[config.mk]
export PLATFORM = sky130hd
export DESIGN_NAME = tdmaw_skid
export DESIGN_NICKNAME = d
export VERILOG_FILES = /design/src/rtl/tdmaw_pkg.sv /design/src/rtl/tdmaw_skid.sv
export SDC_FILE = /design/constraint.sdc
export NUM_CORES = 1
export LEC_CHECK = 0
export BUFFER_PORTS_ARGS = -buffer_cell sky130_fd_sc_hd__buf_2
export CELL_PAD_IN_SITES_DETAIL_PLACEMENT = 0
export CELL_PAD_IN_SITES_GLOBAL_PLACEMENT = 1
export CORE_MARGIN = 10
export CORE_UTILIZATION = 45
export CTS_CLUSTER_DIAMETER = 40
export CTS_CLUSTER_SIZE = 24
export DETAILED_ROUTE_END_ITERATION = 10
export HOLD_SLACK_MARGIN = 0.03
export PLACE_DENSITY_LB_ADDON = 0.1
export SLEW_MARGIN = 20
export SYNTH_ARGS = -nofsm -noshare
export SYNTH_HDL_FRONTEND = slang
export SYNTH_SLANG_ARGS = --single-unit
[constraint.sdc]
create_clock -name clk -period 13.59 [get_ports clk]
set_input_delay 0.6795 -clock clk [delete_from_list [all_inputs] [get_ports clk]]
set_output_delay 0.6795 -clock clk [all_outputs]
set_load 0.03 [all_outputs]
[src/rtl/tdmaw_pkg.sv]
// Package for the TDMA transmit wait calculator.
// Holds widths, register codes, reset values and the cell and result types.
// No dependencies.
`default_nettype none

package tdmaw_pkg;

	localparam int TIME_BITS_DEF = 32;
	localparam int MAX_SLOTS_DEF = 256;

	localparam int LEN_W   = 24;
	localparam int CNT_W   = 9;
	localparam int IDX_W   = 8;
	localparam int GUARD_W = 23;
	localparam int PKT_W   = 24;
	localparam int WAIT_W  = 32;
	localparam int NUM_W   = 32;
	localparam int OWN_BITS = 8;
	localparam int GUARD_EDGES = 2;

	localparam logic [LEN_W-1:0]   SLOT_LENGTH_RST = 24'd1000;
	localparam logic [CNT_W-1:0]   SLOT_COUNT_RST  = 9'd4;
	localparam logic [IDX_W-1:0]   OWN_SLOT_RST    = 8'd0;
	localparam logic [GUARD_W-1:0] GUARD_TIME_RST  = 23'd0;
	localparam logic [GUARD_W-1:0] TX_LATENCY_RST  = 23'd0;

	typedef enum logic [2:0] {
		REG_SLOT_LENGTH = 3'd0,
		REG_SLOT_COUNT  = 3'd1,
		REG_OWN_SLOT    = 3'd2,
		REG_GUARD_TIME  = 3'd3,
		REG_TX_LATENCY  = 3'd4
	} reg_idx_t;

	// Per-item state handed from cell to cell
	typedef struct packed {
		logic [LEN_W-1:0]    rem;     // partial division remainder
		logic [IDX_W-1:0]    idx;     // running quotient modulo slot count
		logic [IDX_W-1:0]    om;      // running own slot modulo slot count
		logic [OWN_BITS-1:0] own_sh;  // own slot bits still to fold in, MSB first
		logic [PKT_W-1:0]    pkt;
	} cell_t;

	typedef struct packed {
		logic [IDX_W-1:0]  slot_index;
		logic [NUM_W-1:0]  slot_number;
		logic              in_own_slot;
		logic [PKT_W-1:0]  shortfall;
		logic              never_fits;
		logic [WAIT_W-1:0] wait_time;
	} res_t;

endpackage

`default_nettype wire

[src/rtl/tdmaw_skid.sv]
// Output register with one skid entry between the pipeline and the result
// stream. Uses tdmaw_pkg.
`default_nettype none

module tdmaw_skid
	import tdmaw_pkg::*;
(
	input  wire logic clk,
	input  wire logic arst_n,
	input  wire logic in_valid,
	input  wire res_t in_res,
	output logic      in_ready,
	output logic      out_valid,
	output res_t      out_res,
	input  wire logic out_ready
);

	logic skid_valid_q;
	res_t skid_q;

	assign in_ready = !skid_valid_q;

	always_ff @(posedge clk or negedge arst_n) begin
		if (!arst_n) begin
			out_valid    <= 1'b0;
			skid_valid_q <= 1'b0;
		end else if (out_ready || !out_valid) begin
			out_valid    <= skid_valid_q || in_valid;
			skid_valid_q <= 1'b0;
		end else if (in_valid && !skid_valid_q) begin
			skid_valid_q <= 1'b1;
		end
	end

	always_ff @(posedge clk) begin
		if (out_ready || !out_valid) begin
			out_res <= skid_valid_q ? skid_q : in_res;
		end else if (in_valid && !skid_valid_q) begin
			// park the item while the output is stalled
			skid_q <= in_res;
		end
	end

endmodule

`default_nettype wire
==> results.yml <==
status:
  status: "finished clean"
pwr:
  max-vdd-ir-drop_mv: 0.0845
  p_per_area_nw_per_um2: 150
  leakage_nw: 3.69
synth:
  synth_top_area_cell: "edfxtp_1"
  yosysWarnings: 0
  syn_area_sq_um: 7590
  synth_cell_types: 13
  synth_edf_count: 196
  synth.top_cell.area_share: 0.776
  synth_nets: 415
  syn_avg_cell_area_sq_um: 24.2
  synthMostInstantiatedCell: "edfxtp_1"
  synthCells: 313
  yosys-top-cells-area: "edfxtp_1, mux2_4, buf_12"
  async_flop_share: 0.0101
  ys_ff_latch: 198
  dominantRegCellSynth: "edfxtp_1"
  synth-seq-area-share: 0.782
  yosys-top-cells-count: "edfxtp_1, mux2_4, mux2_2"
route:
  ant_nets: 0
  drtPass1Iterations: 4
  vias: 3591
  wl_per_cell_microns: 19.8
  routed_wl_microns: 15100
  drt_iter0_drc: 290
  vias_per_cell: 4.71
  drcViolationCount: 0
global_routing:
  grt_max_degree: 62
  grt_antenna_before_repair: 3
  track_usage: 0.132
  grt_pass1_wl_microns: 22300
  overflow: 0
  grt_pass1_vias: 3870
timing:
  skew_ns: 0.00588
  final_hold_viol_count: 0
  setup_viol: 0
  finalCriticalPeriod_ns: 2.70
  rsz0062_at_grt: "false"
  fin_crit_sh: 0.199
  slew_headroom: 0.286
  fmax_mhz: 370
  whs_ns: 0.446
  tns_ns: 0
  maxSlewViolCount: 0
  worst_pin_slew_ns: 1.07
setup_path:
  cp_slowest_cell: "buf_4"
  ff2ff_path_depth: 4
  crit_path_start: "out_ready"
  critPathMaxFanout: 61
  cp-start-kind: "input port"
  worstSetupPathType: "input port to register"
  end_kind: "register"
  slowest_delay_ns: 0.73
  required_ns: 13.64
  setup.worst_path.end: "skid_q[21]$_DFFE_PP_"
  crit_path_frequent_cell: "buf_4"
  r2r-end: "skid_q[21]$_DFFE_PP_"
  worstPathArrival_ns: 2.75
  path_cells: "buf_2, nand2b_4, nor3b_2, buf_4, buf_4"
  reg2reg_slack_ns: 10.94
  r2r-start: "out_valid$_DFFE_PN0P_"
die:
  die_w_microns: 150
  die_h_microns: 150
  rows: 47
  coreArea_sq_um: 16500
  start_util: 0.459
  ios: 202
  dieArea_sq_um: 22500
layout:
  n_fill_cell: 1317
  final_area_sq_um: 9300
  nets: 629
  fin_util: 0.563
  final_layout_size_suffix_gt1_frac: 0.622
  area_growth_pct: 22.6
cts:
  cts_tree: "built"
  clk_path_buf_depth: 2
  cts_resized: 0
  post_cts_buffers: 0
  cts_max_level: 4
  cts-root-buf: "clkbuf_16"
  clock_sinks: 198
  insertion_delay_ns: 0.42
  cts.clk_slew.worst_paths_ns: 0.07
  cts_buffers: 17
min_path:
  hold_start: "in_res[32]"
  hp-class: "input port to register"
place:
  dp_hpwl_microns: 10500
  routabilityCongestion: 0.756
  numPortBuffers: 201
  dpl_cell_area_sq_um: 8720
job:
  drv_cap: 0
[worst max-delay path: cells and delay by family]
family / cells / cell delay [ns]
and+or+nand+nor: 2 / 0.68
buffers and inverters: 3 / 1.30
[how the worst min path moves through the flow]
stage	end	slack, ns	cells past startpoint
final	skid_q[32]$_DFFE_PP_	0.45	1
after global routing	skid_q[32]$_DFFE_PP_	0.43	1
after CTS	skid_q[5]$_DFFE_PP_	0.43	1
after detailed placement	out_valid$_DFFE_PN0P_	0.47	1
after global placement	out_valid$_DFFE_PN0P_	0.47	1
after floorplan	out_valid$_DFFE_PN0P_	0.38	0
[through the flow]
| stage | total power (W) | cells | setup WS [ns] |
|---|---|---|---|
| 3_5_place_dp | 0.000936 | 727 | 10.40 |
| 4_1_cts | 0.00142 | 760 | 10.85 |
| 5_1_grt | 0.00145 | 760 | 10.70 |
| 2_1_floorplan | 0.000884 | 313 | 2.47 |
| 6_report | 0.00140 | 762 | 10.89 |
| 3_3_place_gp | 0.000932 | 727 | 10.45 |
[flip-flops by register name, indices dropped and copies added, names as in the netlist]
register	cells
out_res	98
out_valid	1
skid_q	98
skid_valid_q	1
[layout by cell type, fill, tap and decap left out]
master,instances
buf_2,201
edfxtp_1,196
mux2_4,87
clkbuf_16,17
mux2_2,11
clkinv_2,5
clkinvlp_4,5
buf_4,4
diode_2,2
nor2_1,2
bufinv_16,2
inv_1,1
nand2b_4,1
nor3b_2,1
nand2_1,1
clkinv_1,1
clkbuf_1,1
inv_6,1
dlygate4sd3_1,1
dfrtp_1,1
dfrtp_4,1
[power by group]
group / internal, W / total (W) / switching (W)
clock network: 0.000269 / 0.000481 / 0.000212
registers: 0.000724 / 0.000741 / 0.0000168
logic: 0.0000699 / 0.000178 / 0.000108
[per-layer routing]
metal | global-route usage | share of wire | vias to the layer above
met5 | 0 | 0.00086 | -
met3 | 0.0528 | 0.085 | 14
met2 | 0.209 | 0.49 | 130
met1 | 0.159 | 0.42 | 1765
li1 | - | - | 1680
met4 | 0.0510 | 0.011 | 2
[timing repair]
action / CTS / global route
endpoints found under the hold margin: 2 / 0
hold buffers: 1 / 0
setup endpoints to repair: 0 / 0
[logic make-up (layout without fill, tap and decap cells)]
kind of cell	count (synthesis)	after routing	synth area share
other	0	2	0
buffers and inverters	12	239	0.0257
flip-flops	198	198	0.782
multiplexers	98	98	0.189
AND/OR/NAND/NOR	5	5	0.00330
[cell type report]
cell class	instances	area (sq um)	area share
diodes	2	5.00	0.000538
clock buffers	18	429	0.0461
repair buffers	206	1050	0.112
multi-input cells	103	1470	0.158
well taps	220	275	0.0296
flip-flops and latches	198	5940	0.639
clock inverters	14	135	0.0145
inverters	1	3.75	0.000404
No activity file was read; power rests on OpenSTA's default activity.
