--- config.mk ---
export PLATFORM = sky130hd
export DESIGN_NAME = tdmaw_wait
export DESIGN_NICKNAME = d
export VERILOG_FILES = /design/src/rtl/tdmaw_pkg.sv /design/src/rtl/tdmaw_wait.sv
export SDC_FILE = /design/constraint.sdc
export NUM_CORES = 1
export LEC_CHECK = 0
export BUFFER_PORTS_ARGS = -buffer_cell sky130_fd_sc_hd__buf_2
export CORE_ASPECT_RATIO = 0.6
export CORE_MARGIN = 2
export CORE_UTILIZATION = 61
export DETAILED_ROUTE_END_ITERATION = 8
export PLACE_DENSITY = 0.81
export RECOVER_POWER = 100
export SKIP_CTS_REPAIR_TIMING = 1
export SYNTH_ARGS = -nofsm -noshare
export SYNTH_HDL_FRONTEND = slang
export SYNTH_SLANG_ARGS = --single-unit
--- constraint.sdc ---
create_clock -name clk -period 7.5 [get_ports clk]
set_clock_uncertainty 0.2 [all_clocks]
set_input_delay 0.375 -clock clk [delete_from_list [all_inputs] [get_ports clk]]
set_output_delay 0.375 -clock clk [all_outputs]
set_load 0.1 [all_outputs]
--- src/rtl/tdmaw_pkg.sv ---
// Package for the TDMA transmit wait calculator.
// Holds widths, register codes, reset values and the cell and result types.
// No dependencies.
`default_nettype none

package tdmaw_pkg;

	localparam int TIME_BITS_DEF = 32;
	localparam int MAX_SLOTS_DEF = 256;

	localparam int LEN_W   = 24;
	localparam int CNT_W   = 9;
	localparam int IDX_W   = 8;
	localparam int GUARD_W = 23;
	localparam int PKT_W   = 24;
	localparam int WAIT_W  = 32;
	localparam int NUM_W   = 32;
	localparam int OWN_BITS = 8;
	localparam int GUARD_EDGES = 2;

	localparam logic [LEN_W-1:0]   SLOT_LENGTH_RST = 24'd1000;
	localparam logic [CNT_W-1:0]   SLOT_COUNT_RST  = 9'd4;
	localparam logic [IDX_W-1:0]   OWN_SLOT_RST    = 8'd0;
	localparam logic [GUARD_W-1:0] GUARD_TIME_RST  = 23'd0;
	localparam logic [GUARD_W-1:0] TX_LATENCY_RST  = 23'd0;

	typedef enum logic [2:0] {
		REG_SLOT_LENGTH = 3'd0,
		REG_SLOT_COUNT  = 3'd1,
		REG_OWN_SLOT    = 3'd2,
		REG_GUARD_TIME  = 3'd3,
		REG_TX_LATENCY  = 3'd4
	} reg_idx_t;

	// Per-item state handed from cell to cell
	typedef struct packed {
		logic [LEN_W-1:0]    rem;     // partial division remainder
		logic [IDX_W-1:0]    idx;     // running quotient modulo slot count
		logic [IDX_W-1:0]    om;      // running own slot modulo slot count
		logic [OWN_BITS-1:0] own_sh;  // own slot bits still to fold in, MSB first
		logic [PKT_W-1:0]    pkt;
	} cell_t;

	typedef struct packed {
		logic [IDX_W-1:0]  slot_index;
		logic [NUM_W-1:0]  slot_number;
		logic              in_own_slot;
		logic [PKT_W-1:0]  shortfall;
		logic              never_fits;
		logic [WAIT_W-1:0] wait_time;
	} res_t;

endpackage

`default_nettype wire

--- src/rtl/tdmaw_wait.sv ---
// Wait computation behind the divider chain: slot distance, fit check,
// distance times slot length, then clamped wait. Uses tdmaw_pkg.
`default_nettype none

module tdmaw_wait
	import tdmaw_pkg::*;
(
	input  wire logic               clk,
	input  wire logic               arst_n,
	input  wire logic               en,
	input  wire logic [LEN_W-1:0]   len,
	input  wire logic [CNT_W-1:0]   cnt,
	input  wire logic [GUARD_W-1:0] guard,
	input  wire logic [GUARD_W-1:0] lat,
	input  wire logic               in_valid,
	input  wire cell_t              in_c,
	input  wire logic [NUM_W-1:0]   in_num,
	output logic                    out_valid,
	output res_t                    out_res
);

	// stage 1
	logic [LEN_W-1:0]    remain;
	logic [CNT_W:0]      ahead_w;
	logic [CNT_W-1:0]    ahead;
	logic                mine;
	logic [IDX_W-1:0]    kmul;
	logic signed [26:0]  maxtx;
	logic signed [26:0]  diff;
	logic                never;
	logic [PKT_W-1:0]    short_sat;
	logic                early_ok;
	logic                late_ok;

	logic                v_s1, v_s2;
	logic [LEN_W-1:0]    remain_s1, remain_s2;
	logic                mine_s1, mine_s2;
	logic [IDX_W-1:0]    kmul_s1;
	logic                never_s1, never_s2;
	logic [PKT_W-1:0]    short_s1, short_s2;
	logic                send_s1, send_s2;
	logic [NUM_W-1:0]    num_s1, num_s2;
	logic [IDX_W-1:0]    idx_s1, idx_s2;
	logic [WAIT_W-1:0]   prod_s2;

	// stage 3
	logic signed [34:0]  sum;
	logic [WAIT_W-1:0]   clamped;
	res_t                res;

	always_comb begin
		remain = len - in_c.rem;
		if (in_c.om >= in_c.idx) begin
			ahead_w = {2'b0, in_c.om} - {2'b0, in_c.idx};
		end else begin
			ahead_w = {2'b0, in_c.om} + {1'b0, cnt} - {2'b0, in_c.idx};
		end
		ahead = CNT_W'(ahead_w);
		mine = ahead == '0;
		// in our own slot the next one lies a whole cycle ahead
		kmul = mine ? IDX_W'(cnt - 9'd1) : IDX_W'(ahead - 9'd1);

		maxtx = $signed({3'b0, len}) - 27'(GUARD_EDGES) * $signed({4'b0, guard});
		diff  = $signed({3'b0, in_c.pkt}) - maxtx;
		never = diff > 27'sd0;
		short_sat = (diff > $signed({3'b0, {PKT_W{1'b1}}})) ? {PKT_W{1'b1}}
			: PKT_W'(diff);

		early_ok = $signed({3'b0, in_c.rem}) >= ($signed({4'b0, guard}) - $signed({4'b0, lat}));
		late_ok  = {2'b0, remain} >= ({2'b0, in_c.pkt} + {3'b0, guard} + {3'b0, lat});
	end

	always_ff @(posedge clk or negedge arst_n) begin
		if (!arst_n) begin
			v_s1      <= 1'b0;
			v_s2      <= 1'b0;
			out_valid <= 1'b0;
		end else if (en) begin
			v_s1      <= in_valid;
			v_s2      <= v_s1;
			out_valid <= v_s2;
		end
	end

	always_ff @(posedge clk) begin
		if (en) begin
			remain_s1 <= remain;
			mine_s1   <= mine;
			kmul_s1   <= kmul;
			never_s1  <= never;
			short_s1  <= never ? short_sat : '0;
			send_s1   <= early_ok && late_ok;
			num_s1    <= in_num;
			idx_s1    <= in_c.idx;

			prod_s2   <= {24'b0, kmul_s1} * {8'b0, len};
			remain_s2 <= remain_s1;
			mine_s2   <= mine_s1;
			never_s2  <= never_s1;
			short_s2  <= short_s1;
			send_s2   <= send_s1;
			num_s2    <= num_s1;
			idx_s2    <= idx_s1;

			out_res   <= res;
		end
	end

	always_comb begin
		sum = $signed({3'b0, prod_s2}) + $signed({11'b0, remain_s2})
			+ $signed({12'b0, guard}) - $signed({12'b0, lat});
		if (sum < 35'sd0) begin
			clamped = '0;
		end else if (sum > $signed({3'b0, {WAIT_W{1'b1}}})) begin
			clamped = {WAIT_W{1'b1}};
		end else begin
			clamped = WAIT_W'(sum);
		end

		res.wait_time   = (never_s2 || (mine_s2 && send_s2)) ? '0 : clamped;
		res.never_fits  = never_s2;
		res.shortfall   = short_s2;
		res.in_own_slot = mine_s2;
		res.slot_number = num_s2;
		res.slot_index  = idx_s2;
	end

endmodule

`default_nettype wire

==> results of run 1 <==
[where the power goes]
| part | switching, µW | internal [µW] | total [µW] |
|---|---|---|---|
| clock | 734 | 845 | 1580 |
| combinational | 6860 | 4430 | 11300 |
| sequential | 284 | 2850 | 3130 |
[worst paths after layout]
| kind | start | slack, ns | endpoint |
|---|---|---|---|
| worst max register to register | kmul_s1[7] | 1.18 | prod_s2[22] |
| worst min-delay path | cnt[6] | 0.04 | kmul_s1[6] |
| max in group asynchronous | arst_n | 6.47 | out_valid |
| worst max-delay path | kmul_s1[7] | 1.18 | prod_s2[22] |
| min in group asynchronous | arst_n | 0.48 | v_s2 |
| worst min register to register | remain_s1[23] | 0.20 | remain_s2[23] |
[per-stage QoR]
stage / hold WS (ns) / util [%] / total power [µW] / area (µm²) / worst slack, ns
2_1_floorplan: -0.121 / - / 11500 / 27200 / 2.10
3_3_place_gp: -0.0322 / 66.9 / 13800 / 29200 / 1.43
3_5_place_dp: -0.0257 / 66.9 / 14200 / 29200 / 1.27
4_1_cts: -0.638 / 69.1 / 15900 / 30200 / 1.24
5_1_grt: 0.0424 / 69.7 / 17300 / 30500 / 0.829
6_report: 0.0400 / 69.7 / 16000 / 30500 / 1.18
[cell type report]
| class | count | area (µm²) | share of cell area, % |
|---|---|---|---|
| timing repair buffer | 326 | 1710 | 5.62 |
| antenna | 5 | 12.5 | 0.0411 |
| inverter | 395 | 1480 | 4.87 |
| clock buffer | 36 | 795 | 2.61 |
| clock inverter | 22 | 203 | 0.665 |
| tap | 579 | 724 | 2.38 |
| multi-input combinational | 1827 | 15800 | 52.0 |
| sequential | 323 | 9680 | 31.8 |
[worst min-delay path, cell delays in order]
cell and delay, ns:
buf_2 0.10, o22ai_1 0.09, o21ai_0 0.14
[cells in the final DEF (no fill, tap or decap), drive strengths merged, types with 31 or more instances in the layout]
cell type / count
and2: 88
nand2: 198
nand2b: 31
dlygate4sd3: 44
fa: 215
inv: 404
ha: 277
buf: 165
clkbuf: 153
nor2: 124
nand3: 42
xnor2: 101
a21o: 75
edfxtp: 320
o21ai: 87
a21oi: 202
xor2: 63
[cells by family (layout without fill, tap and decap cells)]
family | after synthesis | in the layout
multiplexers | 14 | 14
XOR/XNOR | 164 | 164
AO/OA/AOI/OAI | 550 | 550
other | 0 | 5
adder cells (fa/ha/maj) | 492 | 492
flip-flops | 323 | 323
AND/OR/NAND/NOR | 607 | 607
buffers and inverters | 432 | 779
[per-layer routing]
layer / global-route usage [%] / routed length (µm) / up-vias
li1: - / - / 9565
met5: 0 / 0 / -
met2: 47.1 / 32100 / 1007
met1: 47.6 / 32800 / 10110
met3: 5.93 / 7680 / 109
met4: 6.88 / 1640 / 0
[state kept, by name, indices dropped and copies added, names as in the netlist, 8 cells and up]
name,flops
idx_s1,8
idx_s2,8
kmul_s1,8
num_s1,32
num_s2,32
out_res,98
prod_s2,32
remain_s1,24
remain_s2,24
short_s1,24
short_s2,24
==> results.cfg, run 1 <==
[status]
status = complete, but fails checks
violations = capacitance limit, slew limit

[synthesis]
synth_top_family_by_area = adder cells
synth-seq-cells = 323
syn_inst = 2582
synth.distinct_cells = 78
syn_area_per_cell_um2 = 10.5
async_flop_share_pct = 0.929
yosysMostFrequentCell = inv_1
ys_seq_area_share_pct = 35.6
synth_nets = 3261
yosysTopAreaCell = edfxtp_1
synth-edff-count = 320
synth_compound_area_share_pct = 13.1
synthMuxAreaShare_pct = 0.542
ys.flop_type = edfxtp_1
synth_xor_area_share_pct = 5.28
synth_common_cells = inv_1, edfxtp_1, ha_1
synth_area_um2 = 27200
synth-warning-count = 0
synth.area.top_cells = edfxtp_1, fa_1, ha_1
yosys.area_share.simple_pct = 10.9
synth_fa_ha_area_share_pct = 28.5
synth_top_area_share_pct = 35.3

[die]
dieWidth_um = 277
initial_core_util_pct = 62.3
dieArea_um2 = 46400
die_y_um = 168
placementRows = 59
core-area_um2 = 43700
ios = 286

[global_route]
grt_max_degree = 90
grt_use_total_pct = 31.4
grt_pass1_wl_um = 113000
antenna_found_initial = 4
grt-ovfl-total = 0
grt_pass1_vias = 20529

[worst_setup_path]
path_buf_inv = 2
required_ns = 7.63
cp_slowest_cell = edfxtp_1
worst_setup_path_start_kind = flip-flop
endpoint_kind = flip-flop
crit_family = adder cells
crit_chain = nand2_1 -> fa_1 -> inv_1 -> fa_1 -> fa_1 -> fa_1 -> ha_1 -> a21o_1 -> a21oi_1 -> o21ai_0 -> a211oi_1 -> o21ai_0 -> a21oi_1 -> nand2b_1 -> inv_1 -> a221oi_1 -> xnor2_1
arrival_ns = 6.45
cpMostUsedCell = fa_1
r2r_cells = 17
cp.depth = 17
critPathMaxFanout = 24
max_stage_delay_ns = 0.97
path_class = reg -> reg

[route]
antenna_left = 0
wl_per_cell_um = 21.1
drc = 0
viasPerCell = 5.92
drt_iter0_markers = 2177
dr.pass1.iters = 6
vias = 20791
totalWireLength_um = 74200

[sta]
setup_viol = 0
relSlewSlack_pct = -196
min_period_ns = 6.32
finalMaxSlewViolations = 356
fin_crit_sh_pct = 84.2
hold_viol_final = 0
clock.fmax_mhz = 158
worstMarginPinSlew_ns = 4.44
setup_tns_ns = 0
rsz0062_at_grt = false

[placed_design]
port_buffers = 277
gp_congestion = 0.973
dpl.hpwl_um = 59200
dp.cells = 3406

[cts]
clock_latency_ns = 0.60
cts_made_buffers = 31
cts_htree_levels = 1
clk_pin_slew_ns = 0.07
clock_path_buffers = 3
cts_tree = done
cts_root_buffer = clkbuf_16
numClockSinks = 323

[power]
powerDensity_nw_per_um2 = 526
peakVddDrop_v = 0.000498
p_leak_uw = 0.0139

[finish]
finalNonFillerCells = 3513
syn_to_final_growth_pct = 11.9
num-nets-final = 3583
drive_above_1_share_pct = 8.64
num-fill-cells = 3374

[min_path]
worstHoldPathCells = 3
hold_class = in -> reg

[job]
maxCapViolations = 5
No activity file was read; power rests on OpenSTA's default activity.
==> inputs of run 2 (changes only) <==
--- a/config.mk
+++ b/config.mk
@@ -8,9 +8,9 @@
 export BUFFER_PORTS_ARGS = -buffer_cell sky130_fd_sc_hd__buf_2
 export CORE_ASPECT_RATIO = 0.6
 export CORE_MARGIN = 2
-export CORE_UTILIZATION = 61
+export CORE_UTILIZATION = 55
 export DETAILED_ROUTE_END_ITERATION = 8
-export PLACE_DENSITY = 0.81
+export PLACE_DENSITY = 0.77
 export RECOVER_POWER = 100
 export SKIP_CTS_REPAIR_TIMING = 1
 export SYNTH_ARGS = -nofsm -noshare
==> constraint.sdc (replaced) <==
create_clock -name clk -period 5.4 [get_ports clk]
set_clock_uncertainty 0.2 [all_clocks]
set_input_delay 0.27 -clock clk [delete_from_list [all_inputs] [get_ports clk]]
set_output_delay 0.27 -clock clk [all_outputs]
set_load 0.1 [all_outputs]
==> results.cfg, run 2 (synthesis gave the netlist of run 1 again) <==
[sta]
finalWorstSetupSlack_ns = -0.0533
hold_viol_final = 0
setup_tns_ns = -0.0533
fin_crit_sh_pct = 101
min_period_ns = 5.45
clock.fmax_mhz = 183
setup_viol = 1
hold_slack_ns = 0.00316
worstMarginPinSlew_ns = 2.97
relSlewSlack_pct = -97.8
rsz0062_at_grt = true
finalMaxSlewViolations = 328

[worst_setup_path]
critPathMaxFanout = 8
cpMostUsedCell = fa_1
crit_chain = buf_6 -> buf_6 -> buf_12 -> and2_4 -> fa_1 -> fa_1 -> fa_1 -> fa_1 -> ha_2 -> a211o_1 -> o311ai_2 -> a31oi_2 -> o22a_1 -> a41o_1 -> o41ai_2 -> o21bai_1 -> a21oi_2 -> xnor2_1
cp_slowest_cell = fa_1
worst_setup_path_start_kind = flip-flop
endpoint_kind = flip-flop
reg2reg_from = kmul_s1[2]
required_ns = 5.48
reg2reg_to = prod_s2[25]
r2r_slack_ns = -0.05
arrival_ns = 5.53
max_stage_delay_ns = 0.53
r2r_cells = 18
path_class = reg -> reg

[finish]
syn_to_final_growth_pct = 16.8
final_cell_mix = inv_1, edfxtp_1, ha_1
largest_reg_flops = 98
drive_above_1_share_pct = 13.3
num-nets-final = 3686
num-fill-cells = 3922
final_common_cell = inv_1
finalNonFillerCells = 3685
max_flop_register = out_res

[placed_design]
dp_worst_setup_slack_ns = -0.117
dpl.hpwl_um = 60700
port_buffers = 277
dp.cells = 3565
gp_congestion = 0.986

[cts]
cts_tree = done
clk_pin_slew_ns = 0.06
cts_made_buffers = 34
cts_htree_levels = 2
numClockSinks = 323
clock_path_buffers = 3
cts_root_buffer = clkbuf_16
clock_latency_ns = 0.54

[min_path]
worstHoldStart = cnt[6]
hold_class = in -> reg
worstHoldPathCells = 3
hold_end = kmul_s1[6]

[route]
drc = 0
vias = 20841
totalWireLength_um = 74200
drt_iter0_markers = 1939
viasPerCell = 5.66
dr.pass1.iters = 6
antenna_left = 0
wl_per_cell_um = 20.1

[die]
placementRows = 63
initial_core_util_pct = 55.4
dieWidth_um = 291
dieArea_um2 = 51300
die_y_um = 176
ios = 286
core-area_um2 = 49100

[status]
violations = capacitance limit, slew limit, setup timing
status = complete, but fails checks

[global_route]
grt_pass1_vias = 20169
antenna_found_initial = 5
grt-ovfl-total = 0
grt_use_total_pct = 28.3
grt_max_degree = 127
grt_pass1_wl_um = 112000

[job]
maxCapViolations = 3
-- run 2: metrics by stage --
| stage | utilization (%) | instance area [µm²] |
|---|---|---|
| floorplan | - | 27200 |
| global placement | 61.2 | 30100 |
| detailed placement | 61.2 | 30100 |
| CTS | 63.5 | 31200 |
| global route | 64.7 | 31800 |
| finish | 64.7 | 31800 |
-- run 2: layout make-up --
class / instances / area (µm²) / area share [%]
multi-input combinational: 1827 / 16100 / 50.7
sequential: 323 / 9680 / 30.5
timing repair buffer: 426 / 2560 / 8.04
inverter: 395 / 1480 / 4.66
clock buffer: 37 / 862 / 2.71
tap: 650 / 813 / 2.56
clock inverter: 25 / 278 / 0.874
antenna: 2 / 5.00 / 0.0157
-- run 2: how the worst max path moves through the flow --
| stage | start | end | slack (ns) |
|---|---|---|---|
| 2_1_floorplan | kmul_s1[7] | prod_s2[22] | 0.0008 |
| 3_3_place_gp | len[1] | prod_s2[25] | -0.02 |
| 5_1_grt | kmul_s1[2] | prod_s2[25] | -0.21 |
| 3_5_place_dp | kmul_s1[4] | prod_s2[25] | -0.12 |
| 6_report | kmul_s1[2] | prod_s2[25] | -0.05 |
| 4_1_cts | kmul_s1[4] | prod_s2[25] | -0.13 |
-- run 2: critical path, delay by kind of cell (launching register included) --
kind,cells,cell delay (ns)
DFF,1,0.48
xor gates and xnor gates,1,0.08
and+or+nand+nor,1,0.13
adders and majority gates,5,2.10
AOI/OAI and AO/OA,8,1.76
buffers and inverters,3,0.43
-- run 2: layer usage --
metal  share of wire (%)  up-vias  track usage [%]
met5               0.018        -                0
li1                    -     9763                -
met4                 2.5        2             7.49
met2                  42      880             40.9
met1                  46    10094             43.2
met3                 9.3      102             5.97
Power of run 2 is left out: the tool's default activity adds up to more than one toggle a clock period on the data nets, which glitch-free logic cannot reach.
