File: src/rtl/tdmaw_pkg.sv
// Package for the TDMA transmit wait calculator.
// Holds widths, register codes, reset values and the cell and result types.
// No dependencies.
`default_nettype none

package tdmaw_pkg;

	localparam int TIME_BITS_DEF = 32;
	localparam int MAX_SLOTS_DEF = 256;

	localparam int LEN_W   = 24;
	localparam int CNT_W   = 9;
	localparam int IDX_W   = 8;
	localparam int GUARD_W = 23;
	localparam int PKT_W   = 24;
	localparam int WAIT_W  = 32;
	localparam int NUM_W   = 32;
	localparam int OWN_BITS = 8;
	localparam int GUARD_EDGES = 2;

	localparam logic [LEN_W-1:0]   SLOT_LENGTH_RST = 24'd1000;
	localparam logic [CNT_W-1:0]   SLOT_COUNT_RST  = 9'd4;
	localparam logic [IDX_W-1:0]   OWN_SLOT_RST    = 8'd0;
	localparam logic [GUARD_W-1:0] GUARD_TIME_RST  = 23'd0;
	localparam logic [GUARD_W-1:0] TX_LATENCY_RST  = 23'd0;

	typedef enum logic [2:0] {
		REG_SLOT_LENGTH = 3'd0,
		REG_SLOT_COUNT  = 3'd1,
		REG_OWN_SLOT    = 3'd2,
		REG_GUARD_TIME  = 3'd3,
		REG_TX_LATENCY  = 3'd4
	} reg_idx_t;

	// Per-item state handed from cell to cell
	typedef struct packed {
		logic [LEN_W-1:0]    rem;     // partial division remainder
		logic [IDX_W-1:0]    idx;     // running quotient modulo slot count
		logic [IDX_W-1:0]    om;      // running own slot modulo slot count
		logic [OWN_BITS-1:0] own_sh;  // own slot bits still to fold in, MSB first
		logic [PKT_W-1:0]    pkt;
	} cell_t;

	typedef struct packed {
		logic [IDX_W-1:0]  slot_index;
		logic [NUM_W-1:0]  slot_number;
		logic              in_own_slot;
		logic [PKT_W-1:0]  shortfall;
		logic              never_fits;
		logic [WAIT_W-1:0] wait_time;
	} res_t;

endpackage

`default_nettype wire

File: src/rtl/tdmaw_cell.sv
// One cell of the divider chain: one quotient bit per cycle while en is high, plus one step
// of the slot index and (with OWN_ON) own slot modulo reductions. Uses tdmaw_pkg.
`default_nettype none

module tdmaw_cell
	import tdmaw_pkg::*;
#(
	parameter int TIME_BITS = TIME_BITS_DEF,
	parameter bit OWN_ON    = 1'b0
) (
	input  wire logic                 clk,
	input  wire logic                 arst_n,
	input  wire logic                 en,
	input  wire logic [LEN_W-1:0]     len,
	input  wire logic [CNT_W-1:0]     cnt,
	input  wire logic                 in_valid,
	input  wire logic [TIME_BITS-1:0] in_dq,
	input  wire cell_t                in_c,
	output logic                      out_valid,
	output logic [TIME_BITS-1:0]      out_dq,
	output cell_t                     out_c
);

	logic [LEN_W:0]   trial;
	logic             qbit;
	logic [CNT_W-1:0] idx_t;
	logic [CNT_W-1:0] om_t;
	cell_t            nxt;
	logic [TIME_BITS-1:0] nxt_dq;

	always_comb begin
		trial = {in_c.rem, in_dq[TIME_BITS-1]};
		qbit  = trial >= {1'b0, len};
		nxt   = in_c;
		nxt.rem = qbit ? LEN_W'(trial - {1'b0, len}) : LEN_W'(trial);
		// shift the dividend out at the top, the quotient in at the bottom
		nxt_dq = {in_dq[TIME_BITS-2:0], qbit};

		idx_t = {in_c.idx, qbit};
		nxt.idx = (idx_t >= cnt) ? IDX_W'(idx_t - cnt) : IDX_W'(idx_t);

		om_t = {in_c.om, in_c.own_sh[OWN_BITS-1]};
		if (OWN_ON) begin
			nxt.om     = (om_t >= cnt) ? IDX_W'(om_t - cnt) : IDX_W'(om_t);
			nxt.own_sh = {in_c.own_sh[OWN_BITS-2:0], 1'b0};
		end
	end

	always_ff @(posedge clk or negedge arst_n) begin
		if (!arst_n) begin
			out_valid <= 1'b0;
		end else if (en) begin
			out_valid <= in_valid;
		end
	end

	always_ff @(posedge clk) begin
		if (en) begin
			out_dq <= nxt_dq;
			out_c  <= nxt;
		end
	end

endmodule

`default_nettype wire

File: config.mk
export PLATFORM = sky130hd
export DESIGN_NAME = tdmaw_cell
export DESIGN_NICKNAME = d
export VERILOG_FILES = /design/src/rtl/tdmaw_pkg.sv /design/src/rtl/tdmaw_cell.sv
export SDC_FILE = /design/constraint.sdc
export NUM_CORES = 1
export LEC_CHECK = 0
export BUFFER_PORTS_ARGS = -buffer_cell sky130_fd_sc_hd__clkbuf_2
export CAP_MARGIN = 20
export CELL_PAD_IN_SITES_DETAIL_PLACEMENT = 0
export CELL_PAD_IN_SITES_GLOBAL_PLACEMENT = 2
export CORE_MARGIN = 3
export CORE_UTILIZATION = 29
export CTS_CLUSTER_SIZE = 25
export DETAILED_ROUTE_END_ITERATION = 10
export MAX_ROUTING_LAYER = met4
export PLACE_DENSITY_LB_ADDON = 0.1
export SETUP_SLACK_MARGIN = 0.5
export SYNTH_ARGS = -nofsm -noshare
export SYNTH_HDL_FRONTEND = slang
export SYNTH_SLANG_ARGS = --single-unit
export TNS_END_PERCENT = 20
File: constraint.sdc
create_clock -name clk -period 0.8 [get_ports clk]
set_input_delay 0.16 -clock clk [delete_from_list [all_inputs] [get_ports clk]]
set_output_delay 0.16 -clock clk [all_outputs]
set_load 0.03 [all_outputs]
==> metrics.yaml, run 1 <==
ys_seq_elements: 105
netlist.area_leader.share: 0.6035
synth_area_leaders: "edfxtp_1 (60%), ha_1 (8.2%), inv_1 (3.5%)"
dp_cells: 947
ir_worst_vdd_v: 0.001006
path_cells: "buf_8, ha_4, a21o_1, a21o_1, a2111o_1, a211o_1, nand2_2, a211oi_4, inv_4, ha_4, nor2b_2, o21ai_2, a21boi_2, o21ai_2, a21oi_2, o311ai_2, nand2_4, mux2_4"
period_share: 3.814
status: "finished with violations"
max-clock-path-buffers: 2
grt_max_degree: 41
grt_use_total: 0.1684
grt_first_pass_wirelength_microns: 24990
ant_nets: 0
setup_viol: 139
fin_worst_skew_ns: 0
clock-sinks: 105
die-height_microns: 139.6
start_kind: "primary input"
slew_violations: 0
crit_fanout: 7
drive_gt1_frac: 0.6026
cp-end-kind: "flop"
htreeDepth: 3
max_clock_freq_mhz: 327.8
vias: 4396
max-slew-margin-rel: 0.6521
die_w_microns: 139.6
dr.pass1.iters: 5
fin_ws_ns: -2.251
min_period_ns: 3.051
synth_warnings: 0
grt.overflow.total: 0
arrival_ns: 3.16
finalWirelength_microns: 16180
min_path_type: "primary input to flop"
nets: 927
core_area_sq_um: 17360
critPathBufInv: 2
critPathRequiredTime_ns: 0.91
ys_seq_area_frac: 0.6083
slowest_delay_ns: 0.37
crit_type: "primary input to flop"
area_growth_pct: 82.37
rsz0062_at_grt: "true"
power_uw: 17950
rows: 48
numCtsBuffers: 9
power_density_nw_per_um2: 1902
wl_per_cell_microns: 16.50
synth_cells: 390
root_buffer: "clkbuf_16"
clk_latency_ns: 0.36
hold_violations: 63
cts_tree: "done"
port_buffers: 245
syn-num-nets: 567
violations: "negative hold slack, negative setup slack"
tightest_slew_ns: 0.5219
ys_types: 53
gp_congestion: 0.9564
dpl.hpwl_microns: 13120
leakagePower_uw: 0.004280
num_io_pins: 246
cts.clk_slew.worst_paths_ns: 0.09
final_core_util: 0.5438
dieArea_sq_um: 19480
dp_slack_ns: -2.752
yosysTopAreaCell: "edfxtp_1"
async_flop_share: 0.009524
grt_pass1_vias: 4806
syn_avg_cell_area_sq_um: 13.27
viasPerCell: 4.481
cp_slowest_cell: "a2111o_1"
drv_cap: 0
fin_setup_tns_ns: -81.70
stdcell_count: 981
synth_area_sq_um: 5175
synth_edf_count: 104
synthFlopType: "edfxtp_1"
start_util: 0.2982
drt_first_iter_violations: 169
drc: 0
path_delay_family: "compound AO/OA/AOI/OAI gates"
antenna_found_initial: 1
postCtsHoldBufs: 1
fin_hold_ws_ns: -0.03302
==> kinds of logic after synthesis <==
group / Yosys count / share of synthesized area
flip-flops: 105 / 0.6083
AO/OA/AOI/OAI: 83 / 0.1088
AND/OR/NAND/NOR: 68 / 0.06093
buffers and inverters: 53 / 0.04182
adder cells (fa/ha/maj): 36 / 0.08994
XOR/XNOR: 25 / 0.04231
multiplexers: 20 / 0.04787
==> state kept, by name, indices dropped and copies added (netlist names) <==
register,cells
out_dq,32
out_valid,1
out_c,72
==> final cells by class <==
| cell class | count | area [sq um] |
|---|---|---|
| timing repair buffer | 354 | 3169 |
| fill | 1524 | 7919 |
| tap | 225 | 281.5 |
| clock buffer | 9 | 225.2 |
| multi-input combinational | 232 | 2313 |
| antenna | 1 | 2.502 |
| clock inverter | 7 | 88.84 |
| inverter | 48 | 207.7 |
| sequential | 105 | 3149 |
==> stage by stage <==
step	instance area [sq um]	hold WS [ns]
after floorplan	5522	-0.1356
after global placement	7730	-0.06347
after detailed placement	7730	-0.05815
after CTS	9085	-0.05038
after global routing	9438	-0.05243
final	9438	-0.03302
==> metal layers <==
layer  routed length (microns)  vias to the layer above  track usage  share of wire
li1                          -                     2155            -              -
met1                      6278                     2060       0.1839           0.39
met2                      8525                      161       0.3038           0.53
met3                      1044                       20      0.03608          0.065
met4                       333                        0      0.05711          0.021
met5                         0                        -            -              0
==> synthesized netlist by cell type, types with 2 or more instances <==
cell and count:
edfxtp_1 104, inv_1 48, ha_1 34, a21oi_1 31, nor2_1 26, a21o_1 16
nand2_1 16, xnor2_1 16, mux2_2 10, o21ai_0 9, xor2_1 9, nand3_1 8
mux2_4 7, nand2b_1 5, mux2i_1 3, a211oi_1 2, a221o_1 2, a31oi_1 2
and2_1 2, and3_1 2, buf_6 2, fa_1 2, nor2b_1 2, nor4_1 2
o31a_1 2
==> power by group <==
group          total [uW]  internal, uW  switching, uW
clock                4640          2280           2370
combinational        6260          3230           3030
sequential           7050          6770            279
==> worst paths after layout <==
kind / from / to / slack (ns) / depth (start not counted)
min: in_c[17] / out_c[17]$_DFFE_PP_ / -0.03 / 1
min reg2reg: out_valid$_DFFE_PN0P_ / out_valid$_DFFE_PN0P_ / 0.57 / 1
min in group asynchronous: arst_n / out_valid$_DFFE_PN0P_ / 0.10 / 2
max: in_c[61] / out_c[45]$_DFFE_PP_ / -2.25 / 18
max in group asynchronous: arst_n / out_valid$_DFFE_PN0P_ / 0.60 / 2
max reg2reg: out_valid$_DFFE_PN0P_ / out_valid$_DFFE_PN0P_ / 0 / 1
==> timing repair <==
action,in CTS,in global routing
pin swaps,0,22
hold endpoints to repair,69,68
resized for setup,219,95
endpoints found under the setup margin,243,243
setup buffers,10,6
==> cells in the final DEF, fill, tap and decap left out, types with 3 or more instances in the layout <==
cell / netlist / layout
nand2b_1: 5 / 4
clkbuf_2: 1 / 133
clkbuf_16: 0 / 9
inv_8: 0 / 3
a21o_1: 16 / 16
buf_4: 0 / 91
clkbuf_8: 0 / 74
ha_1: 34 / 13
nor2_1: 26 / 23
a21oi_2: 1 / 6
mux2i_1: 3 / 3
mux2_2: 10 / 5
buf_16: 0 / 3
inv_4: 0 / 3
nand3_1: 8 / 3
buf_8: 0 / 30
nand3_2: 0 / 3
o21ai_0: 9 / 7
a21oi_1: 31 / 24
inv_1: 48 / 40
xor2_1: 9 / 9
xnor2_1: 16 / 16
ha_4: 0 / 20
inv_2: 0 / 3
nand2_2: 1 / 4
buf_6: 2 / 19
edfxtp_1: 104 / 104
nand2_1: 16 / 12
mux2_4: 7 / 12
(Power assumes the default switching activity.)
==> run 2, diff against run 1 <==
- GPL_TIMING_DRIVEN: default -> 0
==> metrics.yaml, run 2 (same netlist as run 1, synthesis figures left out) <==
dp_slack_ns: -3.119  # -0.3670 ns
critPathRequiredTime_ns: 0.90  # about the same
tightest_slew_ns: 0.6101  # +0.08825 ns
ant_nets: 0  # unchanged
start_util: 0.2982  # unchanged
die-height_microns: 139.6  # unchanged
hold_violations: 62  # -1.6%
numCtsBuffers: 9  # unchanged
slew_violations: 0  # unchanged
top_layer: "met4"
antenna_found_initial: 2  # +1
cts_tree: "done"
vias: 4104  # -6.6%
violations: "negative hold slack, negative setup slack"
grt_pass1_vias: 4308  # -10%
seqCellArea_sq_um: 3149  # unchanged
path_cells: "buf_8, ha_4, a21o_1, a21o_1, a2111o_1, a211o_1, nand2_2, a211oi_4, buf_6, inv_4, ha_4, nor2b_1, o21ai_1, a21boi_2, o21ai_2, buf_4, buf_4, buf_4, buf_6, buf_6, nand2_2, xor2_1, mux2_4"
wl_per_cell_microns: 17.73  # +7.5%
drc: 0  # unchanged
ir_worst_vdd_v: 0.001023  # +1.6%
final_cell_mix: "clkbuf_2 (135), edfxtp_1 (104), clkbuf_8 (79)"
fin_hold_ws_ns: -0.02997  # +0.003054 ns
leakagePower_uw: 0.003951  # -7.7%
min_period_ns: 3.320  # +0.2688 ns
dr.pass1.iters: 4  # -1
final_core_util: 0.5167  # -0.02711
endpoint: "out_c[45]$_DFFE_PP_"
crit_fanout: 4  # -3
min_from: "in_dq[9]"
r2r_end: "out_valid$_DFFE_PN0P_"
status: "finished with violations"
dpl.hpwl_microns: 12160  # -7.3%
largest_reg_flops: 72  # unchanged
grt.overflow.total: 0  # unchanged
largestRegisters: "out_c x72, out_dq x32, out_valid x1"
reg2reg_slack_ns: 0  # unchanged
drt_first_iter_violations: 181  # +7.1%
cp-end-kind: "flop"
drv_cap: 0  # unchanged
fin_ws_ns: -2.520  # -0.2688 ns
p_switching_uw: 5733  # +1.1%
clockPowerShare: 0.257  # -0.002
root_buffer: "clkbuf_16"
viasPerCell: 4.490  # +0.20%
power_density_nw_per_um2: 1995  # +4.9%
arrival_ns: 3.42  # +0.26 ns
num_io_pins: 246  # unchanged
core_area_sq_um: 17360  # unchanged
final_common_cell: "clkbuf_2"
drt-met1-wl_microns: 6378  # +1.6%
port_buffers: 245  # unchanged
cts.clk_slew.worst_paths_ns: 0.09  # about the same
setup_viol: 138  # -0.72%
nets: 859  # -7.3%
htreeDepth: 3  # unchanged
nFillCells: 1585  # +4.0%
grt_max_degree: 106  # +160%
p_seq_frac: 0.392  # about the same
combPwrFrac: 0.350  # about the same
gp_congestion: 0.9847  # +3.0%
grt_first_pass_wirelength_microns: 24070  # -3.7%
dieArea_sq_um: 19480  # unchanged
cp_slowest_cell: "a2111o_1"
max-slew-margin-rel: 0.5933  # -0.05884
crit_type: "primary input to flop"
rr_startpoint: "out_valid$_DFFE_PN0P_"
min_path_type: "primary input to flop"
critPathBufInv: 8  # +6
period_share: 4.150  # +0.3360
max_clock_freq_mhz: 301.2  # -8.1%
route.met3.wl_microns: 1189  # +14%
clk_latency_ns: 0.36  # about the same
startpoint: "in_c[61]"
r2r_cells: 1  # unchanged
p_sw_frac: 0.3204  # +0.004620
internal_power_uw: 12160  # -1.0%
max-clock-path-buffers: 2  # unchanged
drive_gt1_frac: 0.5837  # -0.01895
start_kind: "primary input"
wl_met2_microns: 8487  # -0.45%
area_growth_pct: 73.28
multi_input_area_sq_um: 2377  # +2.8%
slowest_delay_ns: 0.37  # about the same
die_w_microns: 139.6  # unchanged
clock-sinks: 105  # unchanged
path_delay_family: "compound AO/OA/AOI/OAI gates"
fin_worst_skew_ns: 0  # unchanged
rows: 48  # unchanged
grt_use_total: 0.1653  # -0.003094
rsz0062_at_grt: "true"
path_depth: 23  # +5
regMostFlops: "out_c"
postCtsHoldBufs: 1  # unchanged
finalWirelength_microns: 16210  # +0.15%
==> run 2: power by group through the flow <==
stage	Clock (uW)	Combinational, uW	Sequential (uW)
after global placement	0	4560	7050
after global routing	4960	6670	7080
final	4600	6270	7020
after CTS	4740	5740	7000
after floorplan	0	1840	8230
after detailed placement	0	4560	7040
==> run 2: area by class of cell <==
class / count / share of cell area
Buffer: 5 / 0.009627
Clock buffer: 9 / 0.02512
Timing Repair Buffer: 281 / 0.2845
Inverter: 48 / 0.02288
Tap cell: 225 / 0.03139
Antenna cell: 2 / 0.0005581
Multi-Input combinational cell: 232 / 0.2651
Clock inverter: 7 / 0.009627
Sequential cell: 105 / 0.3512
==> run 2: timing repair <==
item                       in CTS  in global routing
hold endpoints to repair       67                 67
cloned                          0                  3
setup endpoints to repair     243                243
setup buffers                  20                 12
pin swaps                      27                 21
gates resized for setup       231                 82
==> run 2: worst min-delay path by stage <==
| stage | to | slack (ns) | cells after the start |
|---|---|---|---|
| finish | out_dq[10]$_DFFE_PP_ | -0.03 | 1 |
| global placement | out_valid$_DFFE_PN0P_ | -0.06 | 1 |
| CTS | out_c[26]$_DFFE_PP_ | -0.04 | 1 |
| floorplan | out_valid$_DFFE_PN0P_ | -0.14 | 0 |
| detailed placement | out_valid$_DFFE_PN0P_ | -0.06 | 1 |
| global route | out_c[5]$_DFFE_PP_ | -0.05 | 1 |
==> run 2: layer usage <==
layer	track usage	vias up
met1	0.1831	1927
met5	-	-
met4	0.04233	0
met2	0.2913	149
met3	0.04983	10
li1	-	2018
==> run 2: stage by stage <==
step | instances | power (uW) | instance area [sq um] | setup TNS [ns] | hold WS, ns
6_report | 914 | 17890 | 8967 | -82.94 | -0.02997
5_1_grt | 914 | 18710 | 8967 | -89.37 | -0.04815
4_1_cts | 897 | 17480 | 8554 | -82.83 | -0.04457
3_5_place_dp | 860 | 11610 | 7038 | -117.99 | -0.06229
3_3_place_gp | 860 | 11610 | 7029 | -255.20 | -0.06385
2_1_floorplan | 390 | 10080 | 5522 | -53.78 | -0.1356
==> run 3, diff against run 2 <==
- SKIP_CTS_REPAIR_TIMING: default -> 1
==> metrics.yaml, run 3 (same netlist as run 1, synthesis figures left out) <==
dieArea_sq_um: 19480  # unchanged
viasPerCell: 4.510  # +0.44%
fin_ws_ns: -2.475  # +0.04511 ns
root_buffer: "clkbuf_16"
rows: 48  # unchanged
die-height_microns: 139.6  # unchanged
p_sw_frac: 0.3291  # +0.008609
p_seq_frac: 0.407  # +0.015
gp_congestion: 0.9847  # unchanged
r2r_cells: 1  # unchanged
numCtsBuffers: 9  # unchanged
period_share: 4.093  # -0.05639
grt_use_total: 0.1619  # -0.003366
die_w_microns: 139.6  # unchanged
clk_latency_ns: 0.35  # about the same
fin_worst_skew_ns: 0  # unchanged
grt.overflow.total: 0  # unchanged
min_from: "in_dq[9]"
largest_reg_flops: 72  # unchanged
cts_tree: "done"
largestRegisters: "out_c x72, out_dq x32, out_valid x1"
ant_nets: 0  # unchanged
dr.pass1.iters: 4  # unchanged
grt_max_degree: 106  # unchanged
num_io_pins: 246  # unchanged
r2r_end: "out_valid$_DFFE_PN0P_"
htreeDepth: 3  # unchanged
final_common_cell: "clkbuf_2"
clock-sinks: 105  # unchanged
critPathRequiredTime_ns: 0.91  # about the same
hold_depth: 1  # unchanged
vias: 4095  # -0.22%
fin_hold_ws_ns: -0.02552  # +0.004452 ns
max-clock-path-buffers: 2  # unchanged
min_period_ns: 3.275  # -0.04511 ns
final_cell_mix: "clkbuf_2 (137), edfxtp_1 (104), buf_2 (87)"
cp-end-kind: "flop"
slew_violations: 0  # unchanged
power_density_nw_per_um2: 2087  # +4.6%
power_uw: 16980  # -5.1%
leakagePower_uw: 0.003626  # -8.2%
arrival_ns: 3.38  # -0.04 ns
core_area_sq_um: 17360  # unchanged
cts.clk_slew.worst_paths_ns: 0.08  # about the same
dp_slack_ns: -3.119  # unchanged
dpl.hpwl_microns: 12160  # unchanged
wl_per_cell_microns: 17.56  # -0.95%
max-slew-margin-rel: 0.5921  # -0.001199
antenna_found_initial: 2  # unchanged
crit_type: "primary input to flop"
grt_pass1_vias: 4177  # -3.0%
clockPowerShare: 0.270  # +0.013
ir_worst_vdd_v: 0.0009627  # -5.9%
combPwrFrac: 0.323  # -0.027
port_buffers: 245  # unchanged
violations: "negative hold slack, negative setup slack"
reg2reg_slack_ns: 0.03  # +0.03 ns
area_growth_pct: 57.20
drc: 0  # unchanged
drt_first_iter_violations: 172  # -5.0%
finalWirelength_microns: 15950  # -1.6%
status: "finished with violations"
internal_power_uw: 11390  # -6.3%
hold_violations: 62  # unchanged
hold_end: "out_dq[10]$_DFFE_PP_"
crit_fanout: 7  # +3
rsz0062_at_grt: "true"
rr_startpoint: "out_valid$_DFFE_PN0P_"
drv_cap: 0  # unchanged
min_path_type: "primary input to flop"
nets: 853  # -0.70%
tightest_slew_ns: 0.6119  # +0.001799 ns
p_switching_uw: 5587  # -2.5%
drive_gt1_frac: 0.5712  # -0.01248
setup_viol: 138  # unchanged
max_clock_freq_mhz: 305.4  # +1.4%
start_util: 0.2982  # unchanged
regMostFlops: "out_c"
start_kind: "primary input"
grt_first_pass_wirelength_microns: 23680  # -1.6%
## run 3: per-layer routing
layer | part of all wire | GRT usage | vias up
li1 | - | - | 2004
met1 | 0.41 | 0.1864 | 1909
met2 | 0.50 | 0.2730 | 162
met3 | 0.075 | 0.04914 | 20
met4 | 0.020 | 0.04946 | 0
met5 | 0 | - | -
## run 3: layout make-up
class / count / area, sq um
timing repair buffer: 275 / 1674
clock buffer: 9 / 225.2
sequential: 105 / 3149
multi-input combinational: 232 / 2420
fill: 1664 / 9221
clock inverter: 7 / 86.33
inverter: 48 / 207.7
tap: 225 / 281.5
antenna: 2 / 5.005
buffer: 5 / 86.33
## run 3: worst max-delay path: stages
cell	delay (ns)
buf_8	0.10
ha_4	0.25
a21o_1	0.15
a21o_1	0.17
a2111o_1	0.36
a211o_1	0.28
nand2_4	0.10
a211oi_4	0.08
buf_6	0.16
inv_6	0.06
ha_4	0.11
nor2b_1	0.03
o21ai_1	0.18
a21boi_2	0.10
o21ai_2	0.16
a21oi_2	0.09
o311ai_2	0.27
nand2_2	0.20
mux2_4	0.34
## run 3: metrics by stage
stage | TNS, ns | utilization | cells | hold WS, ns | area (sq um)
after floorplan | -53.78 | - | 390 | -0.1356 | 5522
after global placement | -255.20 | 0.4050 | 860 | -0.06385 | 7029
after detailed placement | -117.99 | 0.4055 | 860 | -0.06229 | 7038
after CTS | -95.92 | 0.4234 | 876 | -0.4541 | 7350
after global routing | -89.65 | 0.4687 | 908 | -0.04796 | 8135
final | -82.28 | 0.4687 | 908 | -0.02552 | 8135
## run 3: worst max path at each step
stage | startpoint | endpoint | slack, ns | depth (start not counted)
after CTS | len[10] | out_c[45]$_DFFE_PP_ | -2.76 | 20
after global routing | len[10] | out_c[44]$_DFFE_PP_ | -2.59 | 21
after global placement | len[10] | out_c[43]$_DFFE_PP_ | -3.15 | 20
final | in_c[61] | out_c[42]$_DFFE_PP_ | -2.47 | 19
after detailed placement | len[10] | out_c[44]$_DFFE_PP_ | -3.12 | 20
after floorplan | in_c[61] | out_c[42]$_DFFE_PP_ | -2.57 | 18
## run 3: power groups by stage
stage,registers [uW],logic (uW),clock network (uW)
3_5_place_dp,7040,4560,0
3_3_place_gp,7050,4560,0
4_1_cts,6920,4590,4740
6_report,6910,5490,4580
2_1_floorplan,8230,1840,0
5_1_grt,6970,5890,4960
